$ cat src/rtl/sdod_pkg.sv
// Shared types and constants for the sudden drop obstacle detector.
package sdod_pkg;

   localparam int TIME_BITS = 32;
   localparam int CM_BITS   = 16;
   localparam int MS_BITS   = 16;
   localparam int CSR_IDX_BITS  = 2;
   localparam int CSR_DATA_BITS = 16;

   localparam logic [CSR_IDX_BITS-1:0] CSR_DROP_THRESHOLD = 2'd0;
   localparam logic [CSR_IDX_BITS-1:0] CSR_CONFIRM_HOLD   = 2'd1;
   localparam logic [CSR_IDX_BITS-1:0] CSR_MAX_REAL       = 2'd2;

   localparam logic [CM_BITS-1:0] DROP_THRESHOLD_RESET = 16'd500;
   localparam logic [MS_BITS-1:0] CONFIRM_HOLD_RESET   = 16'd2000;
   localparam logic [CM_BITS-1:0] MAX_REAL_RESET       = 16'd4500;

   typedef enum logic [1:0] {
      PAGE_NONE    = 2'd0,
      PAGE_NORMAL  = 2'd1,
      PAGE_WARNING = 2'd2
   } page_type;

   typedef struct packed {
      logic [31:0]        now_ms;
      logic [CM_BITS-1:0] sample_cm;
      logic               session_active;
   } req_type;

   typedef struct packed {
      logic     warning_on;
      page_type page_command;
   } rsp_type;

   typedef struct packed {
      logic [CM_BITS-1:0] drop_threshold_cm;
      logic [MS_BITS-1:0] confirm_hold_ms;
      logic [CM_BITS-1:0] max_real_cm;
   } cfg_type;

endpackage

$ cat src/rtl/sudden_drop_obstacle_detector.sv
// Top level of the sudden drop obstacle detector: handshake, input and result registers.
//
//   channel | direction | handshake              | payload
//   req     | in        | req_valid / req_ready  | req_payload (req_type)
//   rsp     | out       | rsp_valid / rsp_ready  | rsp_payload (rsp_type)
//   csr     | in        | csr_write              | csr_index, csr_data
//
// One tick per clock cycle while the result is not stalled; a result passes through the
// input register and then the result register. The input register feeds the state
// update, which writes the result register. Reset is synchronous and restores the default
// thresholds and clears the valid flags and detector state. A stalled result holds both
// registers; the input register still takes a transfer while it is empty.
module sudden_drop_obstacle_detector
   import sdod_pkg::*;
(
   input  logic                     clock,
   input  logic                     reset,
   input  logic                     req_valid,
   output logic                     req_ready,
   input  req_type                  req_payload,
   output logic                     rsp_valid,
   input  logic                     rsp_ready,
   output rsp_type                  rsp_payload,
   input  logic                     csr_write,
   input  logic [CSR_IDX_BITS-1:0]  csr_index,
   input  logic [CSR_DATA_BITS-1:0] csr_data
);

   cfg_type cfg;
   req_type item_ff;
   logic    item_valid_ff;
   rsp_type result;
   rsp_type rsp_ff;
   logic    rsp_valid_ff;
   logic    advance;

   assign advance   = item_valid_ff && (!rsp_valid_ff || rsp_ready);
   assign req_ready = !item_valid_ff || advance;

   sdod_csr u_csr (
      .clock     (clock),
      .reset     (reset),
      .csr_write (csr_write),
      .csr_index (csr_index),
      .csr_data  (csr_data),
      .cfg       (cfg)
   );

   sdod_core u_core (
      .clock   (clock),
      .reset   (reset),
      .advance (advance),
      .item    (item_ff),
      .cfg     (cfg),
      .result  (result)
   );

   always_ff @(posedge clock) begin
      if (reset) begin
         item_valid_ff <= 1'b0;
         rsp_valid_ff  <= 1'b0;
      end else begin
         if (req_ready) begin
            item_valid_ff <= req_valid;
         end
         if (advance) begin
            rsp_valid_ff <= 1'b1;
         end else if (rsp_ready) begin
            rsp_valid_ff <= 1'b0;
         end
      end
   end

   always_ff @(posedge clock) begin
      if (req_ready && req_valid) begin
         item_ff <= req_payload;
      end
      if (advance) begin
         rsp_ff <= result;
      end
   end

   assign rsp_valid   = rsp_valid_ff;
   assign rsp_payload = rsp_ff;

endmodule

$ cat src/rtl/sdod_csr.sv
// Configuration register file for the sudden drop obstacle detector.
module sdod_csr
   import sdod_pkg::*;
(
   input  logic                     clock,
   input  logic                     reset,
   input  logic                     csr_write,
   input  logic [CSR_IDX_BITS-1:0]  csr_index,
   input  logic [CSR_DATA_BITS-1:0] csr_data,
   output cfg_type                  cfg
);

   cfg_type cfg_ff, cfg_in;

   always_comb begin
      cfg_in = cfg_ff;
      if (csr_write) begin
         unique case (csr_index)
            CSR_DROP_THRESHOLD: cfg_in.drop_threshold_cm = csr_data;
            CSR_CONFIRM_HOLD:   cfg_in.confirm_hold_ms   = csr_data;
            CSR_MAX_REAL:       cfg_in.max_real_cm       = csr_data;
            default:            cfg_in = cfg_ff;
         endcase
      end
   end

   always_ff @(posedge clock) begin
      if (reset) begin
         cfg_ff.drop_threshold_cm <= DROP_THRESHOLD_RESET;
         cfg_ff.confirm_hold_ms   <= CONFIRM_HOLD_RESET;
         cfg_ff.max_real_cm       <= MAX_REAL_RESET;
      end else begin
         cfg_ff <= cfg_in;
      end
   end

   assign cfg = cfg_ff;

endmodule

$ cat src/rtl/sdod_core.sv
// Detector state and per-tick update logic.
module sdod_core
   import sdod_pkg::*;
(
   input  logic    clock,
   input  logic    reset,
   input  logic    advance,
   input  req_type item,
   input  cfg_type cfg,
   output rsp_type result
);

   logic [CM_BITS-1:0]   last_ff, last_in;
   logic                 base_ff, base_in;
   logic                 pend_ff, pend_in;
   logic [TIME_BITS-1:0] start_ff, start_in;
   logic                 warn_ff, warn_in;
   page_type             page;

   logic [TIME_BITS-1:0] now_t;
   logic [TIME_BITS-1:0] elapsed;
   logic [CM_BITS-1:0]   cur;
   logic [CM_BITS-1:0]   fall;
   logic [CM_BITS-1:0]   climb;
   logic                 real_prev;
   logic                 drop;
   logic                 rise;

   assign now_t     = TIME_BITS'(item.now_ms);
   assign cur       = item.sample_cm;
   assign fall      = last_ff - cur;
   assign climb     = cur - last_ff;
   assign real_prev = last_ff <= cfg.max_real_cm;
   assign drop      = real_prev && (last_ff > cur) && (fall >= cfg.drop_threshold_cm);
   assign rise      = real_prev && (cur > last_ff) && (climb >= cfg.drop_threshold_cm);
   assign elapsed   = now_t - start_in;

   always_comb begin
      last_in  = last_ff;
      base_in  = base_ff;
      pend_in  = pend_ff;
      start_in = start_ff;
      warn_in  = warn_ff;
      page     = PAGE_NONE;
      if (!item.session_active) begin
         base_in = 1'b0;
         pend_in = 1'b0;
         warn_in = 1'b0;
      end else begin
         if (!base_ff) begin
            last_in = cur;
            base_in = 1'b1;
         end else if (cur != last_ff) begin
            if (warn_ff) begin
               if (rise) begin
                  warn_in = 1'b0;
                  page    = PAGE_NORMAL;
               end
            end else if (pend_ff) begin
               if (rise) begin
                  pend_in = 1'b0;
               end
            end else if (drop) begin
               pend_in  = 1'b1;
               start_in = now_t;
            end
            last_in = cur;
         end
         if (pend_in && (elapsed >= TIME_BITS'(cfg.confirm_hold_ms))) begin
            warn_in = 1'b1;
            pend_in = 1'b0;
            page    = PAGE_WARNING;
         end
      end
   end

   always_ff @(posedge clock) begin
      if (reset) begin
         last_ff  <= '0;
         base_ff  <= 1'b0;
         pend_ff  <= 1'b0;
         start_ff <= '0;
         warn_ff  <= 1'b0;
      end else if (advance) begin
         last_ff  <= last_in;
         base_ff  <= base_in;
         pend_ff  <= pend_in;
         start_ff <= start_in;
         warn_ff  <= warn_in;
      end
   end

   assign result.warning_on   = warn_in;
   assign result.page_command = page;

`ifndef SYNTH
   a_warn_pend_excl: assert property (@(posedge clock) disable iff (reset)
      !(warn_ff && pend_ff))
      else $error("warning and pending hold set together");

   a_pend_needs_base: assert property (@(posedge clock) disable iff (reset)
      pend_ff |-> base_ff)
      else $error("pending hold without baseline");

   a_warn_needs_base: assert property (@(posedge clock) disable iff (reset)
      warn_ff |-> base_ff)
      else $error("warning without baseline");

   a_page_matches_warn: assert property (@(posedge clock) disable iff (reset)
      advance |=> ($past(page) != PAGE_WARNING || warn_ff) &&
                  ($past(page) != PAGE_NORMAL || !warn_ff))
      else $error("page command disagrees with warning state");
`endif

endmodule

$ cat config.mk
export PLATFORM = sky130hd
export DESIGN_NAME = sudden_drop_obstacle_detector
export DESIGN_NICKNAME = d
export VERILOG_FILES = /design/src/rtl/sdod_pkg.sv /design/src/rtl/sudden_drop_obstacle_detector.sv /design/src/rtl/sdod_csr.sv /design/src/rtl/sdod_core.sv
export SDC_FILE = /design/constraint.sdc
export NUM_CORES = 1
export LEC_CHECK = 0
export ABC_CLOCK_PERIOD_IN_PS = 10800
export BUFFER_PORTS_ARGS = -buffer_cell sky130_fd_sc_hd__buf_2
export CAP_MARGIN = 10
export CELL_PAD_IN_SITES_DETAIL_PLACEMENT = 1
export CELL_PAD_IN_SITES_GLOBAL_PLACEMENT = 1
export CORE_ASPECT_RATIO = 0.5
export CORE_MARGIN = 1
export CORE_UTILIZATION = 34
export CTS_CLUSTER_SIZE = 12
export DETAILED_ROUTE_END_ITERATION = 10
export HOLD_SLACK_MARGIN = 0.03
export PLACE_DENSITY = 0.59
export SLEW_MARGIN = 10
export SYNTH_ARGS = -nofsm -noshare
export SYNTH_HDL_FRONTEND = slang
export SYNTH_SLANG_ARGS = --single-unit
$ cat constraint.sdc
create_clock -name clock -period 10.8 [get_ports clock]
set_clock_uncertainty 0.2 [all_clocks]
set_input_delay 1.08 -clock clock [delete_from_list [all_inputs] [get_ports clock]]
set_output_delay 1.08 -clock clock [all_outputs]
set_load 0.01 [all_outputs]
### Word-level counts from Yosys, hierarchy flattened

Index checks and enable logic that the tools add are counted.
W data, S select, Z words.

* bits in registers: 153
* input port bits: 72
* output and inout bits: 5
* logic and storage cells: 81

* add/sub/neg operators: 3
* order comparisons: 6
* equality and inequality tests: 4
* mux-type cells: 30
* bitwise operators: 4
* reduce and logical (&&, ||, !) cells: 18

Operators with widths (count)
* $mux W32: 6
* $ge A16 B16 Y1: 2
* $ge A32 B16 Y1: 1
* $gt A16 B16 Y1: 2
* $mux W16: 2
* $sub A16 B16 Y16: 2
* $sub A32 B32 Y32: 1
* $mux W1: 18
* $le A16 B16 Y1: 1
* $ne A16 B16 Y1: 1
* $mux W2: 4
* $logic_and A1 B1 Y1: 7
* $reduce_and A2 Y1: 3
* $reduce_or A5 Y1: 1
* $not A1 Y1: 4
* $reduce_and A3 Y1: 1
* $eq A2 B1 Y1 const B: 1
* $eq A2 B2 Y1 const B: 1
* $logic_not A1 Y1: 2
* $logic_not A2 Y1: 1
* $logic_or A1 B1 Y1: 2
* $ne A2 B2 Y1 const B: 1
* $reduce_bool A2 Y1: 1

### Depth between registers and ports, before layout

Gate-level depths: netlist of the first run.

* word-level depth: 14
* depth in mapped cells: 39
* mapped depth without buffers: 37

### Cells and area by module

From an unflattened synthesis of the first run, not the netlist that was laid out.

* cells, all modules: 1227
* area, all modules: 10839.1 µm²

By module, submodules not included
* sdod_core: instances 1, cells an instance 980, area each 7238.2 µm², seq. area each 1021.0 µm²
* sdod_csr: instances 1, cells an instance 185, area each 1935.6 µm², seq. area each 960.9 µm²
* sudden_drop_obstacle_detector: instances 1, cells an instance 62, area each 1665.3 µm², seq. area each 1601.5 µm²

### Worst setup path before layout of the first run

OpenSTA, ideal clock, no wires.

* path type: reg2reg
* from: register item_ff[2] (netlist bit)
* to: register rsp_ff (netlist bit rsp_payload[2]) (data pin)
* setup time: 254 ps
* arrival: 6831 ps
* data required time: 10346 ps
* slack: 3514 ps
* cell stages (with the launch flop): 38
* buffers on the path: 1
* period minus slack after synthesis: 7286 ps
* path through: edfxtp_1 inv_1 ha_1 nor2b_1 o21ai_0 a21oi_1 o21ai_0 a21oi_1 o2111ai_1 a41oi_1 a221oi_1 xnor2_1 ha_1 nand2_1 o21ai_0 a41o_1 o31ai_1 a21oi_1 [... 2 more ...] mux2_2 ha_1 fa_1 nand2b_1 a21o_1 a21oi_1 nor2_1 xnor2_1 ha_1 nand3_1 a21oi_1 a2111oi_0 o2111ai_1 a211oi_1 o2111ai_1 nor4_4 nand2_2 o21a_1

* longest elaborated chain between the ends: 14
* elaborated cells between the ends (all ways): 32
* those cells by class: add/sub: 3; order compare: 5; eq/ne: 1; mux: 18; reduce/logical: 5

RTL lines
* start, declared: RTL line sudden_drop_obstacle_detector.sv:30 `req_type item_ff;`
* start signal, assigned: RTL line sudden_drop_obstacle_detector.sv:76 `item_ff <= req_payload;`
* $sub A16 B16 Y16 / $gt A16 B16 Y1 (equally long branches): RTL line sdod_core.sv:31, sdod_core.sv:34
* $ge A16 B16 Y1 / $logic_and A1 B1 Y1 (equally long branches): RTL line sdod_core.sv:34 `assign drop = real_prev && (last_ff > cur) && (fall >= cfg.drop_threshold_cm);`
* $logic_and A1 B1 Y1: RTL line sdod_core.sv:34
* $mux W32: RTL line sdod_core.sv:63 `end else if (drop) begin`
* $mux W32: RTL line sdod_core.sv:59 `end else if (pend_ff) begin`
* $mux W32: RTL line sdod_core.sv:54 `if (warn_ff) begin`
* $mux W32 *: RTL line sdod_core.sv:53 `end else if (cur != last_ff) begin`
* $mux W32 *: RTL line sdod_core.sv:50 `if (!base_ff) begin`
* $mux W32 *: RTL line sdod_core.sv:45 `if (!item.session_active) begin`
* via u_core.start_in[0]: RTL line sdod_core.sv:16 `logic [TIME_BITS-1:0] start_ff, start_in;`
* $sub A32 B32 Y32 *: RTL line sdod_core.sv:36 `assign elapsed = now_t - start_in;`
* $ge A32 B16 Y1 *: RTL line sdod_core.sv:69 `if (pend_in && (elapsed >= TIME_BITS'(cfg.confirm_hold_ms))) begin`
* $logic_and A1 B1 Y1 *: RTL line sdod_core.sv:69
* $mux W1 *: RTL line sdod_core.sv:69
* $mux W1 *: RTL line sdod_core.sv:45
* via u_core.warn_in: RTL line sdod_core.sv:17 `logic warn_ff, warn_in;`
* end signal, assigned: RTL line sudden_drop_obstacle_detector.sv:79 `rsp_ff <= result;`
* end, declared: RTL line sudden_drop_obstacle_detector.sv:33 `rsp_type rsp_ff;`

Mark *: on every way through the listed nets, which the timed path passes. The rest lies on a longest branch. The select of a mux whose other input is x is not followed.
A chain may end at the register's enable or synchronous reset.

### Final worst setup path of the first run

* from: register item_ff[2] (netlist bit)
* to: register rsp_ff (netlist bit rsp_payload[2]) (data pin)

* longest elaborated chain between the ends: 14
* elaborated cells between the ends (all ways): 32
* those cells by class: add/sub: 3; order compare: 5; eq/ne: 1; mux: 18; reduce/logical: 5

RTL lines (RTL line)
* $sub A16 B16 Y16 / $gt A16 B16 Y1 (equally long branches): sdod_core.sv:31, sdod_core.sv:34
* $ge A16 B16 Y1 / $logic_and A1 B1 Y1 (equally long branches): sdod_core.sv:34
* $logic_and A1 B1 Y1: sdod_core.sv:34
* $mux W32: sdod_core.sv:63
* $mux W32: sdod_core.sv:59
* $mux W32: sdod_core.sv:54
* $mux W32: sdod_core.sv:53
* $mux W32: sdod_core.sv:50
* $mux W32: sdod_core.sv:45
* $sub A32 B32 Y32: sdod_core.sv:36
* $ge A32 B16 Y1: sdod_core.sv:69
* $logic_and A1 B1 Y1: sdod_core.sv:69
* $mux W1 *: sdod_core.sv:69
* $mux W1 *: sdod_core.sv:45
* via u_core.warn_in: sdod_core.sv:17

Marked as above.

==> results.py, run 1 <==
metrics = {
    "run_status": {
        "outcome": "finished clean",
    },
    "setup_path": {
        "cpPeakStageDelay_ps": 620,
        "slowest_stage": "and3_2",
        "worstReg2RegStart": "item_ff[2]",
        "start_kind": "register",
        "cp.arrival_ps": 8910,
        "rr_endpoint": "rsp_payload[2]",
        "cp_max_fo": 17,
        "critPathKind": "register to register",
        "rrSetupSlack_ps": 1890,
        "required_ps": 10800,
        "endpoint_kind": "register",
        "worstRegToRegCells": 36,
    },
    "clock_network": {
        "numCtsBuffers": 17,
        "cts.path.max_buffers": 2,
        "h-tree-depth": 4,
        "postCtsSetupBuffers": 0,
        "ctsHoldBuffers": 0,
        "cts_tree": "built",
        "clock_latency_ps": 440,
        "path_clk_slew_ps": 60,
        "cts_resized": 0,
        "cts.sinks": 153,
        "ctsRootBufferMaster": "clkbuf_16",
    },
    "synthesis": {
        "synth_flop_cell": "dfxtp_1",
        "yosys.area.top_type_share_pct": 18.68,
        "synth_warnings": 0,
        "synthesis.area_mm2": 0.01082,
        "synth_edf_count": 52,
        "syn-instance-count": 1240,
        "seq_area_frac_synth_pct": 33.11,
        "synth_seq_cells": 153,
        "async_flop_share_pct": 0,
        "synth_area_leaders": "dfxtp_1, ha_1, edfxtp_1, a21oi_1, nand2_1",
        "syn-num-nets": 1443,
        "syn_avg_cell_area_um2": 8.728,
        "synthDistinctLibCells": 80,
        "yosys.area.top_type": "dfxtp_1",
    },
    "routing": {
        "ant_nets": 0,
        "vias": 9042,
        "wl_per_cell_um": 17.78,
        "routed_via_density": 5.257,
        "drt_first_pass_iters": 4,
        "drt_wl_total_mm": 30.57,
        "drc": 0,
        "drt_iter0_markers": 348,
    },
    "sta": {
        "tightest_slew_ps": 908.4,
        "final-setup-viol-count": 0,
        "fmax_ghz": 0.1122,
        "period_needed_ps": 8913,
        "slew_headroom_pct": 38.65,
        "finalCritPeriodShare_pct": 82.53,
        "holdWs_ps": 256.5,
        "tns_ps": 0,
        "hold_violations": 0,
        "slew_viol_final": 0,
        "rsz0062_at_grt": "false",
    },
    "power_and_ir_drop": {
        "vdd_drop_max_mv": 0.1321,
        "p_seq_share_pct": 39.2,
        "clkPwrFrac_pct": 35.7,
        "comb_power_share_pct": 25.1,
        "pwr_density_cell_mw_per_mm2": 136.0,
        "leakagePower_nw": 4.746,
        "power.switching_mw": 0.5446,
        "swShare_pct": 33.23,
        "internal-power_mw": 1.094,
    },
    "die": {
        "die_w_um": 254.3,
        "ios": 77,
        "rows": 45,
        "design.core.area_mm2": 0.03080,
        "initial_utilization_pct": 35.14,
        "fp.dieH_um": 128.2,
        "die_area_mm2": 0.03259,
    },
    "finish": {
        "n_antenna_cell": 0,
        "fin_cells": 1720,
        "fillers": 3631,
        "syn2layout_area_growth_pct": 11.33,
        "final_cell_mix": "nand2_1, ha_1, a21oi_1",
        "final_common_cell": "nand2_1",
        "fin_util_pct": 39.12,
        "final_net_count": 1487,
        "drive_above_1_share_pct": 13.80,
    },
    "min_path": {
        "worstHoldEndpoint": "u_csr.cfg[44]",
        "min-delay-start": "u_csr.cfg[44]",
        "whs_path_depth": 2,
        "hold_path.class": "register to register",
    },
    "placement": {
        "io_buffers": 76,
        "place_hpwl_mm": 23.76,
        "gp_congestion": 0.8335,
        "dp_cells": 1688,
    },
    "grt": {
        "grt_pass1_vias": 9500,
        "antenna_found_initial": 0,
        "gr-total-overflow": 0,
        "grtUsageTotal_pct": 19.69,
        "grt_pass1_wl_mm": 50.14,
        "grt_start_max_net_pins": 71,
    },
    "flow_run": {
        "drv_cap": 0,
    },
}
-- critical path, delay by kind of cell (launching register included) --
kind	cells	cell delay, ps
flip-flops	1	420
multiplexers	1	400
AO/OA/AOI/OAI	19	4150
buffers and inverters	2	220
XOR/XNOR	2	220
adder cells (fa/ha/maj)	4	1220
AND/OR/NAND/NOR	8	1820
-- how the worst max path moves through the flow --
stage               cells after the start              to        from  slack, ps
finish                                 36  rsp_payload[2]  item_ff[2]       1890
global route                           36  rsp_payload[2]  item_ff[2]       1090
CTS                                    36  rsp_payload[2]  item_ff[2]       1790
detailed placement                     36  rsp_payload[2]  item_ff[2]       1860
global placement                       36  rsp_payload[2]  item_ff[2]       2170
floorplan                              37  rsp_payload[2]  item_ff[2]       3510
-- metal layers --
metal | wire [um] | global-route usage (%)
met1 | 15500 | 26.61
met2 | 13680 | 31.85
met3 | 635 | 3.025
met4 | 759 | 7.052
met5 | 0 | 0
-- cells in the mapped netlist (27+ instances only) --
cell and count:
nand2_1 135, ha_1 128, a21oi_1 123, nor2_1 113, dfxtp_1 101, inv_1 101
edfxtp_1 52, o21ai_0 40, mux2i_1 32, clkbuf_1 31, a211oi_2 29, xnor2_1 27
-- registers in the layout (all words and copies together) (netlist names) --
name	flops
u_core.last_ff	16
u_core.base_ff	1
rsp_payload	3
u_core.warn_ff	1
u_core.start_ff	32
item_ff	49
u_core.pend_ff	1
item_valid_ff	1
u_csr.cfg	48
rsp_valid	1
-- kinds of logic after synthesis --
kind of cell / synth area share, %
AOI/OAI and AO/OA: 21.99
xor gates and xnor gates: 3.480
adders and majority gates: 15.35
buffers and inverters: 6.358
DFF: 33.11
muxes: 3.272
and+or+nand+nor: 16.44
-- power by group through the flow --
stage | sequential [mW] | combinational [mW] | clock (mW)
after floorplan | 0.650 | 0.301 | 0
after global placement | 0.655 | 0.398 | 0
after detailed placement | 0.656 | 0.411 | 0
after CTS | 0.643 | 0.414 | 0.601
after global routing | 0.647 | 0.464 | 0.626
final | 0.643 | 0.411 | 0.585
-- stage by stage --
step                      total power, mW  setup WS (ps)  area, um^2
after floorplan                    0.9514           3514       10820
after global placement              1.053           2169       11490
after detailed placement            1.067           1862       11490
after CTS                           1.659           1791       12050
after global routing                1.736           1086       12050
final                               1.639           1887       12050
-- area by class of cell --
| class | instances | area [um^2] | share of cell area, % |
|---|---|---|---|
| multi-input cells | 929 | 6578 | 54.59 |
| flip-flops and latches | 153 | 3583 | 29.74 |
| well taps | 423 | 529.3 | 4.393 |
| clock buffers | 18 | 450.4 | 3.738 |
| repair buffers | 81 | 420.4 | 3.489 |
| inverters | 102 | 382.9 | 3.178 |
| clock inverters | 14 | 105.1 | 0.8723 |
No activity file was read; power rests on OpenSTA's default activity.
==> run 2: changes to the inputs <==
--- a/config.mk
+++ b/config.mk
@@ -5,7 +5,7 @@
 export SDC_FILE = /design/constraint.sdc
 export NUM_CORES = 1
 export LEC_CHECK = 0
-export ABC_CLOCK_PERIOD_IN_PS = 10800
+export ABC_CLOCK_PERIOD_IN_PS = 7300
 export BUFFER_PORTS_ARGS = -buffer_cell sky130_fd_sc_hd__buf_2
 export CAP_MARGIN = 10
 export CELL_PAD_IN_SITES_DETAIL_PLACEMENT = 1
@@ -16,7 +16,7 @@
 export CTS_CLUSTER_SIZE = 12
 export DETAILED_ROUTE_END_ITERATION = 10
 export HOLD_SLACK_MARGIN = 0.03
-export PLACE_DENSITY = 0.59
+export PLACE_DENSITY = 0.61
 export SLEW_MARGIN = 10
 export SYNTH_ARGS = -nofsm -noshare
 export SYNTH_HDL_FRONTEND = slang
==> constraint.sdc (replaced) <==
create_clock -name clock -period 7.3 [get_ports clock]
set_clock_uncertainty 0.2 [all_clocks]
set_input_delay 0.73 -clock clock [delete_from_list [all_inputs] [get_ports clock]]
set_output_delay 0.73 -clock clock [all_outputs]
set_load 0.01 [all_outputs]
==> run 2 against run 1 <==
Effect of this change:
- final area grew 15%
- flip-flop and latch count unchanged
- critical path depth grew 3
- fmax increased by 22%
- sequential share of layout area fell by 3.8 points
- largest cell class unchanged
- highest routed layer is now met5
==> results.py, run 2 (synthesis results as in run 1) <==
metrics = {
    "run_status": {
        "outcome": "finished clean",
    },
    "routing": {
        "routed_via_density": 5.210,
        "vias": 9811,
        "wl_per_cell_um": 17.76,
        "drt_first_pass_iters": 4,
        "drt_iter0_markers": 375,
        "drt_wl_total_mm": 33.45,
        "ant_nets": 0,
        "drc": 0,
    },
    "grt": {
        "grtUsageTotal_pct": 20.94,
        "antenna_found_initial": 1,
        "gr-total-overflow": 0,
        "grt_pass1_vias": 10337,
        "use_met3_pct": 3.838,
        "grt_use_met2_pct": 36.35,
        "grt.met1_usage_pct": 26.52,
        "grt_start_max_net_pins": 71,
        "grt-busiest-layer": "met2",
        "grt_pass1_wl_mm": 53.52,
    },
    "sta": {
        "fmax_ghz": 0.1373,
        "period_needed_ps": 7282,
        "worst_slack_ps": 17.68,
        "hold_violations": 0,
        "finalCritPeriodShare_pct": 99.76,
        "slew_headroom_pct": 37.71,
        "tightest_slew_ps": 922.2,
        "final-setup-viol-count": 0,
        "rsz0062_at_grt": "true",
        "slew_viol_final": 0,
        "tns_ps": 0,
    },
    "finish": {
        "final_common_cell": "buf_4",
        "final_cell_mix": "buf_4, nand2_1, ha_1",
        "final_net_count": 1650,
        "fillers": 3577,
        "syn2layout_area_growth_pct": 27.49,
        "n_antenna_cell": 0,
        "regMostFlops": "item_ff",
        "largest_reg_flops": 49,
        "drive_above_1_share_pct": 28.22,
        "fin_cells": 1883,
    },
    "clock_network": {
        "clock_latency_ps": 450,
        "ctsRootBufferMaster": "clkbuf_16",
        "numCtsBuffers": 17,
        "path_clk_slew_ps": 70,
        "cts.path.max_buffers": 2,
        "h-tree-depth": 4,
        "cts_tree": "built",
        "cts.sinks": 153,
        "ctsHoldBuffers": 0,
    },
    "die": {
        "die_area_mm2": 0.03259,
        "rows": 45,
        "ios": 77,
        "initial_utilization_pct": 35.14,
        "die_w_um": 254.3,
        "fp.dieH_um": 128.2,
        "design.core.area_mm2": 0.03080,
    },
    "power_and_ir_drop": {
        "pwr_density_cell_mw_per_mm2": 195.0,
        "vdd_drop_max_mv": 0.1665,
        "leakagePower_nw": 5.615,
    },
    "placement": {
        "place_hpwl_mm": 25.30,
        "dp_slack_ps": -792.6,
        "dp_cells": 1832,
        "io_buffers": 76,
        "gp_congestion": 0.8940,
    },
    "setup_path": {
        "required_ps": 7300,
        "critPathKind": "register to register",
        "cp_max_fo": 7,
        "cpPeakStageDelay_ps": 410,
        "endpoint_kind": "register",
        "cp.arrival_ps": 7280,
        "slowest_stage": "edfxtp_1",
        "start_kind": "register",
    },
    "flow_run": {
        "drv_cap": 0,
    },
    "min_path": {
        "hold_path.class": "input port to register",
    },
}
## run 2: changes by cell type in the layout (fill, tap and decap cells not counted), moves of 6 or more
cell     change
o21ai_0      -7
a21oi_2     +15
mux2i_1     -10
ha_4         +7
o21ai_2      +7
a21oi_1     -14
ha_1         -9
mux2i_2      +6
buf_4      +159
## run 2: what timing repair did
item / 4_1_cts / 5_1_grt
gates resized for setup: 47 / 50
setup endpoints to repair: 5 / 5
pin swaps: 31 / 36
buffers inserted: 9 / 10
## run 2: area by class of cell
type                    instances  area, um^2  area share, %
multi-input cells             929        7004          50.76
flip-flops and latches        153        3583          25.97
repair buffers                244        1672          12.11
well taps                     423       529.3          3.836
clock buffers                  22       528.0          3.827
inverters                     102       382.9          2.775
clock inverters                10       98.84         0.7164
## run 2: critical path, delay by kind of cell, from the launching register on
kind                       cells  cell delay (ps)
and+or+nand+nor               11             1560
xor gates and xnor gates       2              270
buffers and inverters          6              870
DFF                            1              410
AOI/OAI and AO/OA             15             2440
muxes                          1              280
adders and majority gates      4              990
## run 2: where the power goes
part | leakage [nW] | total [mW] | switching (mW) | internal, mW
clock network | 0.313 | 0.946 | 0.393 | 0.553
registers | 1.33 | 0.953 | 0.0276 | 0.926
logic | 3.97 | 0.791 | 0.440 | 0.351
## run 2: layer usage
| layer | wire (um) | vias up | part of all wire [%] |
|---|---|---|---|
| met5 | 13 | - | 0.039 |
| met3 | 801 | 46 | 2.4 |
| met4 | 587 | 2 | 1.8 |
| met2 | 16010 | 109 | 48 |
| li1 | - | 4867 | - |
| met1 | 16030 | 4787 | 48 |
## run 2: worst paths after layout
check | cells after the start | end | start | slack, ps
max reg2reg | 39 | rsp_payload[1] | item_ff[2] | 20
min | 1 | item_ff[47] | req_payload[47] | 250
min reg2reg | 2 | u_csr.cfg[17] | u_csr.cfg[17] | 260
max | 39 | rsp_payload[1] | item_ff[2] | 20
## run 2: stage by stage
| stage | power [mW] | instance area [um^2] | util, % | hold slack [ps] |
|---|---|---|---|---|
| 6_report | 2.690 | 13800 | 44.80 | 250.7 |
| 5_1_grt | 2.834 | 13800 | 44.80 | 230.9 |
| 4_1_cts | 2.680 | 13480 | 43.76 | 224.1 |
| 3_5_place_dp | 1.681 | 12580 | 40.85 | 251.0 |
| 3_3_place_gp | 1.650 | 12580 | 40.85 | 245.4 |
| 2_1_floorplan | 1.408 | 10820 | - | 236.3 |
